[src/sv/crsc_pkg.sv]
// Shared types and constants for the column-to-row span converter.
// No dependencies; every other file of the block except crsc_ram imports this package.
`default_nettype none

package crsc_pkg;

    // Geometry
    localparam int ROWS    = 64;
    localparam int COLUMNS = 512;

    // Field widths
    localparam int COL_W  = 9;
    localparam int TOP_W  = 7;
    localparam int ROW_W  = 6;
    localparam int CNT_W  = $clog2(ROWS + 1);
    localparam int CALC_W = 8;

    // Stream word widths
    localparam int S_DATA_W = 40;
    localparam int M_DATA_W = 24;

    // Command queue between front and back
    localparam int QDEPTH  = 4;
    localparam int QPTR_W  = $clog2(QDEPTH);
    localparam int QCNT_W  = $clog2(QDEPTH + 1);

    // One classified column: four row runs to walk, in this order
    typedef struct packed {
        logic [COL_W-1:0] col;
        logic [COL_W-1:0] fin;
        logic [ROW_W-1:0] ct_row;   // close at top, ascending
        logic [CNT_W-1:0] ct_cnt;
        logic [ROW_W-1:0] cb_row;   // close at bottom, descending
        logic [CNT_W-1:0] cb_cnt;
        logic [ROW_W-1:0] ot_row;   // open at top, ascending
        logic [CNT_W-1:0] ot_cnt;
        logic [ROW_W-1:0] ob_row;   // open at bottom, descending
        logic [CNT_W-1:0] ob_cnt;
    } span_cmd_t;

    // Status of the command queue
    typedef struct packed {
        logic                valid;
        logic                ready;
        logic [QCNT_W-1:0]   count;
    } q_status_t;

    // Status of the span walker
    typedef struct packed {
        logic busy;
        logic ram_we;
        logic ram_re;
    } bk_status_t;

endpackage

`default_nettype wire

[src/sv/column_to_row_span_converter_core.sv]
// Top level of the column-to-row span converter: classifier, command queue
// and span walker. Depends on crsc_pkg, crsc_front, crsc_queue, crsc_back.
`default_nettype none

// Columns enter left to right on the s_ stream; each closed row leaves as one
// word on the m_ stream (top closes ascending, then bottom closes descending),
// with tlast on the final span of a column. The span walker steps one closed
// or opened row of a column per cycle, holding a close while the output
// register is full and not taken, and takes the next command once the runs
// of the current one are spent. The single row-start RAM port pair sets this
// rate. A classifier register and a four-deep command queue let input keep
// flowing while the walker or the output stalls. The first span of a column
// passes the classifier register, the command queue, the walker command register
// and the registered start read. The start store needs no clearing: a row is
// always opened before it can be closed.
module column_to_row_span_converter_core
    import crsc_pkg::*;
(
    input  wire logic                clk,
    input  wire logic                rst_n,
    input  wire logic                s_tvalid,
    output logic                     s_tready,
    // column[8:0], prev_top[15:9], prev_bottom[21:16], cur_top[28:22],
    // cur_bottom[34:29], zero pad [39:35]
    input  wire logic [S_DATA_W-1:0] s_tdata,
    output logic                     m_tvalid,
    input  wire logic                m_tready,
    // span_row[5:0], span_first[14:6], span_final[23:15]
    output logic [M_DATA_W-1:0]      m_tdata,
    // last_span
    output logic                     m_tlast
);

    span_cmd_t   push_cmd;
    span_cmd_t   pop_cmd;
    logic        push_valid;
    logic        q_pop;
    q_status_t   q_status;
    bk_status_t  bk_status;

    crsc_front u_front (
        .clk       (clk),
        .rst_n     (rst_n),
        .s_tvalid  (s_tvalid),
        .s_tready  (s_tready),
        .s_tdata   (s_tdata),
        .cmd_valid (push_valid),
        .cmd_ready (q_status.ready),
        .cmd       (push_cmd)
    );

    crsc_queue u_queue (
        .clk    (clk),
        .rst_n  (rst_n),
        .push   (push_valid),
        .din    (push_cmd),
        .pop    (q_pop),
        .dout   (pop_cmd),
        .status (q_status)
    );

    crsc_back u_back (
        .clk      (clk),
        .rst_n    (rst_n),
        .q_valid  (q_status.valid),
        .q_cmd    (pop_cmd),
        .q_pop    (q_pop),
        .m_tvalid (m_tvalid),
        .m_tready (m_tready),
        .m_tdata  (m_tdata),
        .m_tlast  (m_tlast),
        .status   (bk_status)
    );

    // Start store never reads and writes in the same cycle
    assert property (@(posedge clk) disable iff (!rst_n)
        !(bk_status.ram_we && bk_status.ram_re))
        else $error("span start store read and written together");

    // Walker touches the start store only while it holds a command
    assert property (@(posedge clk) disable iff (!rst_n)
        (bk_status.ram_we || bk_status.ram_re) |-> bk_status.busy)
        else $error("start store access while walker idle");

    // Queue occupancy never exceeds its depth
    assert property (@(posedge clk) disable iff (!rst_n)
        q_status.count <= QCNT_W'(QDEPTH))
        else $error("command queue overflow");

    // A new output word follows only from a start store read
    assert property (@(posedge clk) disable iff (!rst_n)
        ($rose(m_tvalid)) |-> $past(bk_status.ram_re))
        else $error("span word without a start read");

endmodule

`default_nettype wire

[src/sv/crsc_ram.sv]
// Generic single-write, single-read RAM with registered read data.
// No dependencies.
`default_nettype none

module crsc_ram #(
    parameter int WIDTH = 9,
    parameter int DEPTH = 64,
    parameter int AW    = $clog2(DEPTH)
) (
    input  wire logic             clk,
    input  wire logic             we,
    input  wire logic [AW-1:0]    waddr,
    input  wire logic [WIDTH-1:0] wdata,
    input  wire logic             re,
    input  wire logic [AW-1:0]    raddr,
    output logic      [WIDTH-1:0] rdata
);

    logic [WIDTH-1:0] mem [DEPTH];

    // Write port
    always_ff @(posedge clk)
    begin
        if (we)
        begin
            mem[waddr] <= wdata;
        end
    end

    // Registered read port, holds when not enabled
    always_ff @(posedge clk)
    begin
        if (re)
        begin
            rdata <= mem[raddr];
        end
    end

endmodule

`default_nettype wire

[src/sv/crsc_front.sv]
// Input stage: registers one column word and classifies it into row runs.
// Depends on crsc_pkg.
`default_nettype none

module crsc_front
    import crsc_pkg::*;
(
    input  wire logic                clk,
    input  wire logic                rst_n,
    input  wire logic                s_tvalid,
    output logic                     s_tready,
    input  wire logic [S_DATA_W-1:0] s_tdata,
    output logic                     cmd_valid,
    input  wire logic                cmd_ready,
    output span_cmd_t                cmd
);

    logic                 in_valid_reg;
    logic                 in_valid_next;
    logic [S_DATA_W-1:0]  in_data_reg;

    logic [COL_W-1:0]  col;
    logic [CALC_W-1:0] t1, b1, t2, b2;
    logic [CALC_W-1:0] t1n, b1n_p1, t2n;
    logic [CALC_W-1:0] ct_end_p1, cb_lo, ot_end_p1, ob_lo;
    logic [CALC_W-1:0] ct_cnt, cb_cnt, ot_cnt, ob_cnt;
    logic              ct_on, cb_on, ot_on, ob_on;

    function automatic logic [CALC_W-1:0] clamp_bottom(input logic [ROW_W-1:0] v);
        logic [CALC_W-1:0] w;
        w = CALC_W'(v);
        if (w > CALC_W'(ROWS - 1))
        begin
            w = CALC_W'(ROWS - 1);
        end
        return w;
    endfunction

    // Accept a word whenever the holding register is free or drains now
    assign s_tready      = !in_valid_reg || cmd_ready;
    assign cmd_valid     = in_valid_reg;

    always_comb
    begin
        in_valid_next = in_valid_reg;
        if (s_tvalid && s_tready)
        begin
            in_valid_next = 1'b1;
        end
        else if (cmd_ready)
        begin
            in_valid_next = 1'b0;
        end
    end

    always_ff @(posedge clk or negedge rst_n)
    begin
        if (!rst_n)
        begin
            in_valid_reg <= 1'b0;
        end
        else
        begin
            in_valid_reg <= in_valid_next;
        end
    end

    always_ff @(posedge clk)
    begin
        if (s_tvalid && s_tready)
        begin
            in_data_reg <= s_tdata;
        end
    end

    // Unpack fields
    assign col = in_data_reg[8:0];
    assign t1  = CALC_W'(in_data_reg[15:9]);
    assign b1  = clamp_bottom(in_data_reg[21:16]);
    assign t2  = CALC_W'(in_data_reg[28:22]);
    assign b2  = clamp_bottom(in_data_reg[34:29]);

    // Close rows at the top: t1 .. min(t2-1, b1)
    always_comb
    begin
        ct_on     = (t1 < t2) && (t1 <= b1);
        ct_end_p1 = (t2 < b1 + 1'b1) ? t2 : b1 + 1'b1;
        ct_cnt    = ct_on ? ct_end_p1 - t1 : '0;
        t1n       = t1 + ct_cnt;
    end

    // Close rows at the bottom: b1 down to max(b2+1, t1n)
    always_comb
    begin
        cb_on  = (b1 > b2) && (b1 >= t1n);
        cb_lo  = (b2 + 1'b1 > t1n) ? b2 + 1'b1 : t1n;
        cb_cnt = cb_on ? b1 + 1'b1 - cb_lo : '0;
        b1n_p1 = b1 + 1'b1 - cb_cnt;
    end

    // Open rows at the top: t2 .. min(t1n-1, b2)
    always_comb
    begin
        ot_on     = (t2 < t1n) && (t2 <= b2);
        ot_end_p1 = (t1n < b2 + 1'b1) ? t1n : b2 + 1'b1;
        ot_cnt    = ot_on ? ot_end_p1 - t2 : '0;
        t2n       = t2 + ot_cnt;
    end

    // Open rows at the bottom: b2 down to max(b1n+1, t2n)
    always_comb
    begin
        ob_on  = (b2 + 1'b1 > b1n_p1) && (b2 >= t2n);
        ob_lo  = (b1n_p1 > t2n) ? b1n_p1 : t2n;
        ob_cnt = ob_on ? b2 + 1'b1 - ob_lo : '0;
    end

    // Build the command
    always_comb
    begin
        cmd.col    = col;
        cmd.fin    = col - COL_W'(1);
        cmd.ct_row = t1[ROW_W-1:0];
        cmd.ct_cnt = ct_cnt[CNT_W-1:0];
        cmd.cb_row = b1[ROW_W-1:0];
        cmd.cb_cnt = cb_cnt[CNT_W-1:0];
        cmd.ot_row = t2[ROW_W-1:0];
        cmd.ot_cnt = ot_cnt[CNT_W-1:0];
        cmd.ob_row = b2[ROW_W-1:0];
        cmd.ob_cnt = ob_cnt[CNT_W-1:0];
    end

endmodule

`default_nettype wire

[src/sv/crsc_queue.sv]
// Short command queue between the classifier and the span walker.
// Depends on crsc_pkg.
`default_nettype none

module crsc_queue
    import crsc_pkg::*;
(
    input  wire logic      clk,
    input  wire logic      rst_n,
    input  wire logic      push,
    input  wire span_cmd_t din,
    input  wire logic      pop,
    output span_cmd_t      dout,
    output q_status_t      status
);

    span_cmd_t          entry_reg [QDEPTH];
    logic [QPTR_W-1:0]  wr_ptr_reg, wr_ptr_next;
    logic [QPTR_W-1:0]  rd_ptr_reg, rd_ptr_next;
    logic [QCNT_W-1:0]  count_reg, count_next;
    logic               do_push, do_pop;

    assign status.valid = (count_reg != '0);
    assign status.ready = (count_reg != QCNT_W'(QDEPTH));
    assign status.count = count_reg;
    assign dout         = entry_reg[rd_ptr_reg];

    assign do_push = push && status.ready;
    assign do_pop  = pop && status.valid;

    // Advance pointers and occupancy
    always_comb
    begin
        wr_ptr_next = do_push ? wr_ptr_reg + 1'b1 : wr_ptr_reg;
        rd_ptr_next = do_pop ? rd_ptr_reg + 1'b1 : rd_ptr_reg;
        count_next  = count_reg;
        if (do_push && !do_pop)
        begin
            count_next = count_reg + 1'b1;
        end
        else if (do_pop && !do_push)
        begin
            count_next = count_reg - 1'b1;
        end
    end

    always_ff @(posedge clk or negedge rst_n)
    begin
        if (!rst_n)
        begin
            wr_ptr_reg <= '0;
            rd_ptr_reg <= '0;
            count_reg  <= '0;
        end
        else
        begin
            wr_ptr_reg <= wr_ptr_next;
            rd_ptr_reg <= rd_ptr_next;
            count_reg  <= count_next;
        end
    end

    // Store entries
    always_ff @(posedge clk)
    begin
        if (do_push)
        begin
            entry_reg[wr_ptr_reg] <= din;
        end
    end

endmodule

`default_nettype wire

[src/sv/crsc_back.sv]
// Span walker: one row per cycle, closes may stall; reads span starts for
// closed rows, writes them for opened. Depends on crsc_pkg, crsc_ram.
`default_nettype none

module crsc_back
    import crsc_pkg::*;
(
    input  wire logic                clk,
    input  wire logic                rst_n,
    input  wire logic                q_valid,
    input  wire span_cmd_t           q_cmd,
    output logic                     q_pop,
    output logic                     m_tvalid,
    input  wire logic                m_tready,
    output logic [M_DATA_W-1:0]      m_tdata,
    output logic                     m_tlast,
    output bk_status_t               status
);

    span_cmd_t          cmd_reg, cmd_next;
    logic               busy_reg, busy_next;
    logic               rd_valid_reg, rd_valid_next;
    logic [ROW_W-1:0]   rd_row_reg;
    logic [COL_W-1:0]   rd_fin_reg;
    logic               rd_last_reg;

    logic               all_zero, is_ct, is_cb, is_ot, is_ob;
    logic               adv, close_go, load, ram_we, ram_re, close_last;
    logic [ROW_W-1:0]   waddr, raddr;
    logic [COL_W-1:0]   rdata;

    // Pick the current step by run priority
    always_comb
    begin
        all_zero = (cmd_reg.ct_cnt == '0) && (cmd_reg.cb_cnt == '0)
                && (cmd_reg.ot_cnt == '0) && (cmd_reg.ob_cnt == '0);
        is_ct = busy_reg && (cmd_reg.ct_cnt != '0);
        is_cb = busy_reg && (cmd_reg.ct_cnt == '0) && (cmd_reg.cb_cnt != '0);
        is_ot = busy_reg && (cmd_reg.ct_cnt == '0) && (cmd_reg.cb_cnt == '0)
             && (cmd_reg.ot_cnt != '0);
        is_ob = busy_reg && (cmd_reg.ct_cnt == '0) && (cmd_reg.cb_cnt == '0)
             && (cmd_reg.ot_cnt == '0) && (cmd_reg.ob_cnt != '0);
    end

    // Output register frees when empty or taken
    assign adv      = !rd_valid_reg || m_tready;
    assign close_go = (is_ct || is_cb) && adv;
    assign ram_re   = close_go;
    assign ram_we   = is_ot || is_ob;
    assign raddr    = is_ct ? cmd_reg.ct_row : cmd_reg.cb_row;
    assign waddr    = is_ot ? cmd_reg.ot_row : cmd_reg.ob_row;
    assign load     = q_valid && (!busy_reg || all_zero);
    assign q_pop    = load;

    // Mark the final close of a column
    assign close_last = (is_ct && (cmd_reg.ct_cnt == CNT_W'(1)) && (cmd_reg.cb_cnt == '0))
                     || (is_cb && (cmd_reg.cb_cnt == CNT_W'(1)));

    // Step the runs
    always_comb
    begin
        cmd_next  = cmd_reg;
        busy_next = busy_reg;
        if (load)
        begin
            cmd_next  = q_cmd;
            busy_next = 1'b1;
        end
        else if (busy_reg && all_zero)
        begin
            busy_next = 1'b0;
        end
        else if (is_ct && adv)
        begin
            cmd_next.ct_row = cmd_reg.ct_row + 1'b1;
            cmd_next.ct_cnt = cmd_reg.ct_cnt - 1'b1;
        end
        else if (is_cb && adv)
        begin
            cmd_next.cb_row = cmd_reg.cb_row - 1'b1;
            cmd_next.cb_cnt = cmd_reg.cb_cnt - 1'b1;
        end
        else if (is_ot)
        begin
            cmd_next.ot_row = cmd_reg.ot_row + 1'b1;
            cmd_next.ot_cnt = cmd_reg.ot_cnt - 1'b1;
        end
        else if (is_ob)
        begin
            cmd_next.ob_row = cmd_reg.ob_row - 1'b1;
            cmd_next.ob_cnt = cmd_reg.ob_cnt - 1'b1;
        end
    end

    assign rd_valid_next = adv ? close_go : rd_valid_reg;

    always_ff @(posedge clk or negedge rst_n)
    begin
        if (!rst_n)
        begin
            busy_reg     <= 1'b0;
            rd_valid_reg <= 1'b0;
        end
        else
        begin
            busy_reg     <= busy_next;
            rd_valid_reg <= rd_valid_next;
        end
    end

    // Hold the command and the metadata of the word in flight
    always_ff @(posedge clk)
    begin
        cmd_reg <= cmd_next;
        if (close_go)
        begin
            rd_row_reg  <= raddr;
            rd_fin_reg  <= cmd_reg.fin;
            rd_last_reg <= close_last;
        end
    end

    crsc_ram #(
        .WIDTH (COL_W),
        .DEPTH (ROWS)
    ) u_start_ram (
        .clk   (clk),
        .we    (ram_we),
        .waddr (waddr),
        .wdata (cmd_reg.col),
        .re    (ram_re),
        .raddr (raddr),
        .rdata (rdata)
    );

    assign m_tvalid = rd_valid_reg;
    assign m_tdata  = {rd_fin_reg, rdata, rd_row_reg};
    assign m_tlast  = rd_last_reg;

    assign status.busy   = busy_reg;
    assign status.ram_we = ram_we;
    assign status.ram_re = ram_re;

endmodule

`default_nettype wire
[config.mk]
export PLATFORM = sky130hd
export DESIGN_NAME = column_to_row_span_converter_core
export DESIGN_NICKNAME = d
export VERILOG_FILES = /design/src/sv/crsc_pkg.sv /design/src/sv/column_to_row_span_converter_core.sv /design/src/sv/crsc_ram.sv /design/src/sv/crsc_front.sv /design/src/sv/crsc_queue.sv /design/src/sv/crsc_back.sv
export SDC_FILE = /design/constraint.sdc
export NUM_CORES = 1
export LEC_CHECK = 0
export ABC_AREA = 1
export BUFFER_PORTS_ARGS = -buffer_cell sky130_fd_sc_hd__buf_2
export CELL_PAD_IN_SITES_DETAIL_PLACEMENT = 0
export CELL_PAD_IN_SITES_GLOBAL_PLACEMENT = 1
export CORE_AREA = 8 8 439 441
export DETAILED_ROUTE_END_ITERATION = 10
export DIE_AREA = 0 0 447 449
export PLACE_DENSITY = 0.45
export SETUP_SLACK_MARGIN = 0.05
export SYNTH_ARGS = -nofsm -noshare
export SYNTH_HDL_FRONTEND = slang
export SYNTH_HIERARCHICAL = 1
export SYNTH_SLANG_ARGS = --single-unit
[constraint.sdc]
create_clock -name clk -period 29.6 [get_ports clk]
set_clock_uncertainty 0.15 [all_clocks]
set_input_delay 4.44 -clock clk [delete_from_list [all_inputs] [get_ports clk]]
set_output_delay 4.44 -clock clk [all_outputs]
set_load 0.1 [all_outputs]
==> impl_metrics.prom <==
# TYPE chip_impl_metric gauge
chip_impl_metric{name="ctsResizeCount",unit=""} 0
chip_impl_info{name="cts_tree",value="done"} 1
chip_impl_info{name="critical_path.top_delay_family",value="adder cells"} 1
chip_impl_metric{name="h-tree-depth",unit=""} 3
chip_impl_metric{name="clkTransAtPathRegs",unit="ns"} 0.06
chip_impl_info{name="startpoint_type",value="register"} 1
chip_impl_metric{name="postCtsSetupRepairBufs",unit=""} 0
chip_impl_metric{name="global_route_wire_length_before_repair",unit="mm"} 193.8
chip_impl_metric{name="setup-violations-final",unit=""} 0
chip_impl_info{name="cts.root.buffer_cell",value="clkbuf_16"} 1
chip_impl_metric{name="detailroute.via_count",unit=""} 28550
chip_impl_metric{name="finalPower",unit="mW"} 5.685
chip_impl_metric{name="cellPowerDensity",unit="mW/mm2"} 108.3
chip_impl_metric{name="core",unit="mm2"} 0.1862
chip_impl_metric{name="globalRouteTotalUtil",unit=""} 0.1272
chip_impl_metric{name="achievable-frequency",unit="GHz"} 0.07397
chip_impl_metric{name="synth.cell_area",unit="mm2"} 0.04613
chip_impl_metric{name="leakagePower",unit="nW"} 20.20
chip_impl_metric{name="num_io_pins",unit=""} 71
chip_impl_metric{name="timing.final.hold_violations",unit=""} 0
chip_impl_metric{name="floorplan.die_area",unit="mm2"} 0.2007
chip_impl_metric{name="syn_inst",unit=""} 4144
chip_impl_info{name="min-delay-path-class",value="register to register"} 1
chip_impl_metric{name="start_util",unit=""} 0.2477
chip_impl_metric{name="proportion_of_layout_cells_with_a_drive_suffix_above_1",unit=""} 0.1054
chip_impl_metric{name="finalWeightedCongestion",unit=""} 0.7346
chip_impl_metric{name="worstPathArrival",unit="ns"} 13.90
chip_impl_metric{name="final.fill_count",unit=""} 19410
chip_impl_metric{name="layout_worst_path_cycle_share",unit=""} 0.4567
chip_impl_metric{name="drt-wirelength-per-cell",unit="um"} 19.21
chip_impl_info{name="crit_type",value="register to register"} 1
chip_impl_metric{name="detailedRoute.firstIterationViolations",unit=""} 1582
chip_impl_info{name="endpoint_kind",value="register"} 1
chip_impl_metric{name="place_inst",unit=""} 6536
chip_impl_metric{name="setup-tns-final",unit="ns"} 0
chip_impl_metric{name="finalNetCount",unit=""} 4344
chip_impl_metric{name="y_dimension_of_the_die",unit="um"} 449
chip_impl_metric{name="placedInstanceArea",unit="mm2"} 0.04877
chip_impl_metric{name="synthToLayoutAreaGrowth",unit="%"} 13.77
chip_impl_info{name="layout.cells.most_common",value="nand2_1"} 1
chip_impl_info{name="path_common_cell",value="nand2_1"} 1
chip_impl_metric{name="drt.antenna.violating_nets",unit=""} 0
chip_impl_metric{name="drt-total-wl",unit="mm"} 129.8
chip_impl_metric{name="die_x",unit="um"} 447
chip_impl_metric{name="maxCapViolations",unit=""} 0
chip_impl_metric{name="vias_per_cell",unit=""} 4.226
chip_impl_info{name="run_status",value="finished, final reports clean"} 1
chip_impl_metric{name="ir_worst_vdd",unit="mV"} 0.08643
chip_impl_info{name="cpMaxStageDelayCell",value="edfxtp_1"} 1
chip_impl_metric{name="grt_remaining_overflow",unit=""} 0
chip_impl_metric{name="cp_slowest_stage_delay",unit="ns"} 0.78
chip_impl_metric{name="finalCoreUtilization",unit=""} 0.2818
chip_impl_metric{name="finish.instance_area",unit="mm2"} 0.05248
chip_impl_metric{name="largest_register_ff_count",unit=""} 576
chip_impl_metric{name="floorplan.rows",unit=""} 159
chip_impl_metric{name="hold_buffers",unit=""} 0
chip_impl_metric{name="total_buffers_and_inverters_traversed_by_the_critical_path",unit=""} 8
chip_impl_metric{name="post_synth.cell_area_avg",unit="um2"} 11.13
chip_impl_metric{name="slew-limit-headroom",unit=""} 0.2118
chip_impl_metric{name="slew_viol_final",unit=""} 0
chip_impl_metric{name="first_global_vias",unit=""} 28670
chip_impl_metric{name="critPathRequiredTime",unit="ns"} 29.98
chip_impl_metric{name="final_cells",unit=""} 6755
chip_impl_metric{name="cts_sinks",unit=""} 996
chip_impl_metric{name="worst-slew-pin-transition",unit="ns"} 1.179
chip_impl_metric{name="dp_worst_setup_slack",unit="ns"} 15.91
chip_impl_metric{name="drt_drc_violations_left",unit=""} 0
chip_impl_metric{name="io_buffer_count",unit=""} 65
chip_impl_metric{name="fin_ws",unit="ns"} 16.08
chip_impl_metric{name="antenna_found_initial",unit=""} 2
chip_impl_metric{name="whs",unit="ns"} 0.2669
chip_impl_metric{name="syn-num-nets",unit=""} 4329
chip_impl_info{name="layout_common_cells",value="nand2_1, edfxtp_1, nand3_1"} 1
chip_impl_info{name="rsz_0062_raised_after_global_routing",value="false"} 1
chip_impl_metric{name="clk_latency",unit="ns"} 0.74
chip_impl_metric{name="critPathMaxFanout",unit=""} 28
chip_impl_metric{name="period_needed",unit="ns"} 13.52
chip_impl_metric{name="clk_path_buf_depth",unit=""} 3
chip_impl_metric{name="detailed_place_hpwl",unit="mm"} 77.33
chip_impl_metric{name="cts_inserted_buffers",unit=""} 116
chip_impl_metric{name="synthesis.yosys.warnings",unit=""} 6
chip_impl_metric{name="detailedRoute.firstPassIterationCount",unit=""} 5
chip_impl_metric{name="maximum_number_of_pins_on_one_net_before_global_route_repair",unit=""} 159
[final timing paths]
check / startpoint / end / slack (ns) / depth (start not counted)
max: u_front/in_data_reg[16]$_DFFE_PP_ / u_queue/entry_reg[3][6]$_DFFE_PP_ / 16.08 / 59
min: u_back/cmd_reg[56]$_DFFE_PP_ / u_back/rd_fin_reg[4]$_DFFE_PP_ / 0.27 / 0
max reg2reg: u_front/in_data_reg[16]$_DFFE_PP_ / u_queue/entry_reg[3][6]$_DFFE_PP_ / 16.08 / 59
min reg2reg: u_back/cmd_reg[56]$_DFFE_PP_ / u_back/rd_fin_reg[4]$_DFFE_PP_ / 0.27 / 0
max in group asynchronous: rst_n / u_front/cmd_valid$_DFFE_PN0P_ / 25.55 / 1
min in group asynchronous: rst_n / u_back/busy_reg$_DFFE_PN0P_ / 3.45 / 1
[final cells by class]
type                    count  area, um2  share of cell area
diodes                      1      2.502          0.00004768
clock inverters            85      696.9             0.01328
flip-flops and latches    996      29860              0.5690
clock buffers             133       3009             0.05734
well taps                2495       3122             0.05949
inverters                 363       1385             0.02639
repair buffers            123      760.7             0.01450
multi-input cells        2559      13640              0.2599
[where the power goes]
part	total, mW	leakage (nW)	switching (mW)	internal [mW]
registers	1.87	9.16	0.0741	1.80
clock network	1.40	1.81	0.602	0.798
logic	2.41	9.22	1.76	0.648
total	5.68	20.2	2.44	3.25
[worst register-to-register path: cells and delay by family, from the launching register on]
family | cells | cell delay, ns
AO/OA/AOI/OAI | 17 | 3.38
XOR/XNOR | 4 | 1.68
adder cells (fa/ha/maj) | 12 | 3.92
buffers and inverters | 8 | 0.54
flip-flops | 1 | 0.78
AND/OR/NAND/NOR | 18 | 2.87
[per-layer routing]
layer,part of all wire,global-route usage,vias up,wire length [um]
li1,-,-,14310,-
met1,0.47,0.1714,13690,60490
met2,0.48,0.2156,380,62420
met3,0.031,0.01846,173,4024
met4,0.022,0.03034,0,2846
met5,0,0,-,0
Note: power is estimated with default switching activity, not from simulation.
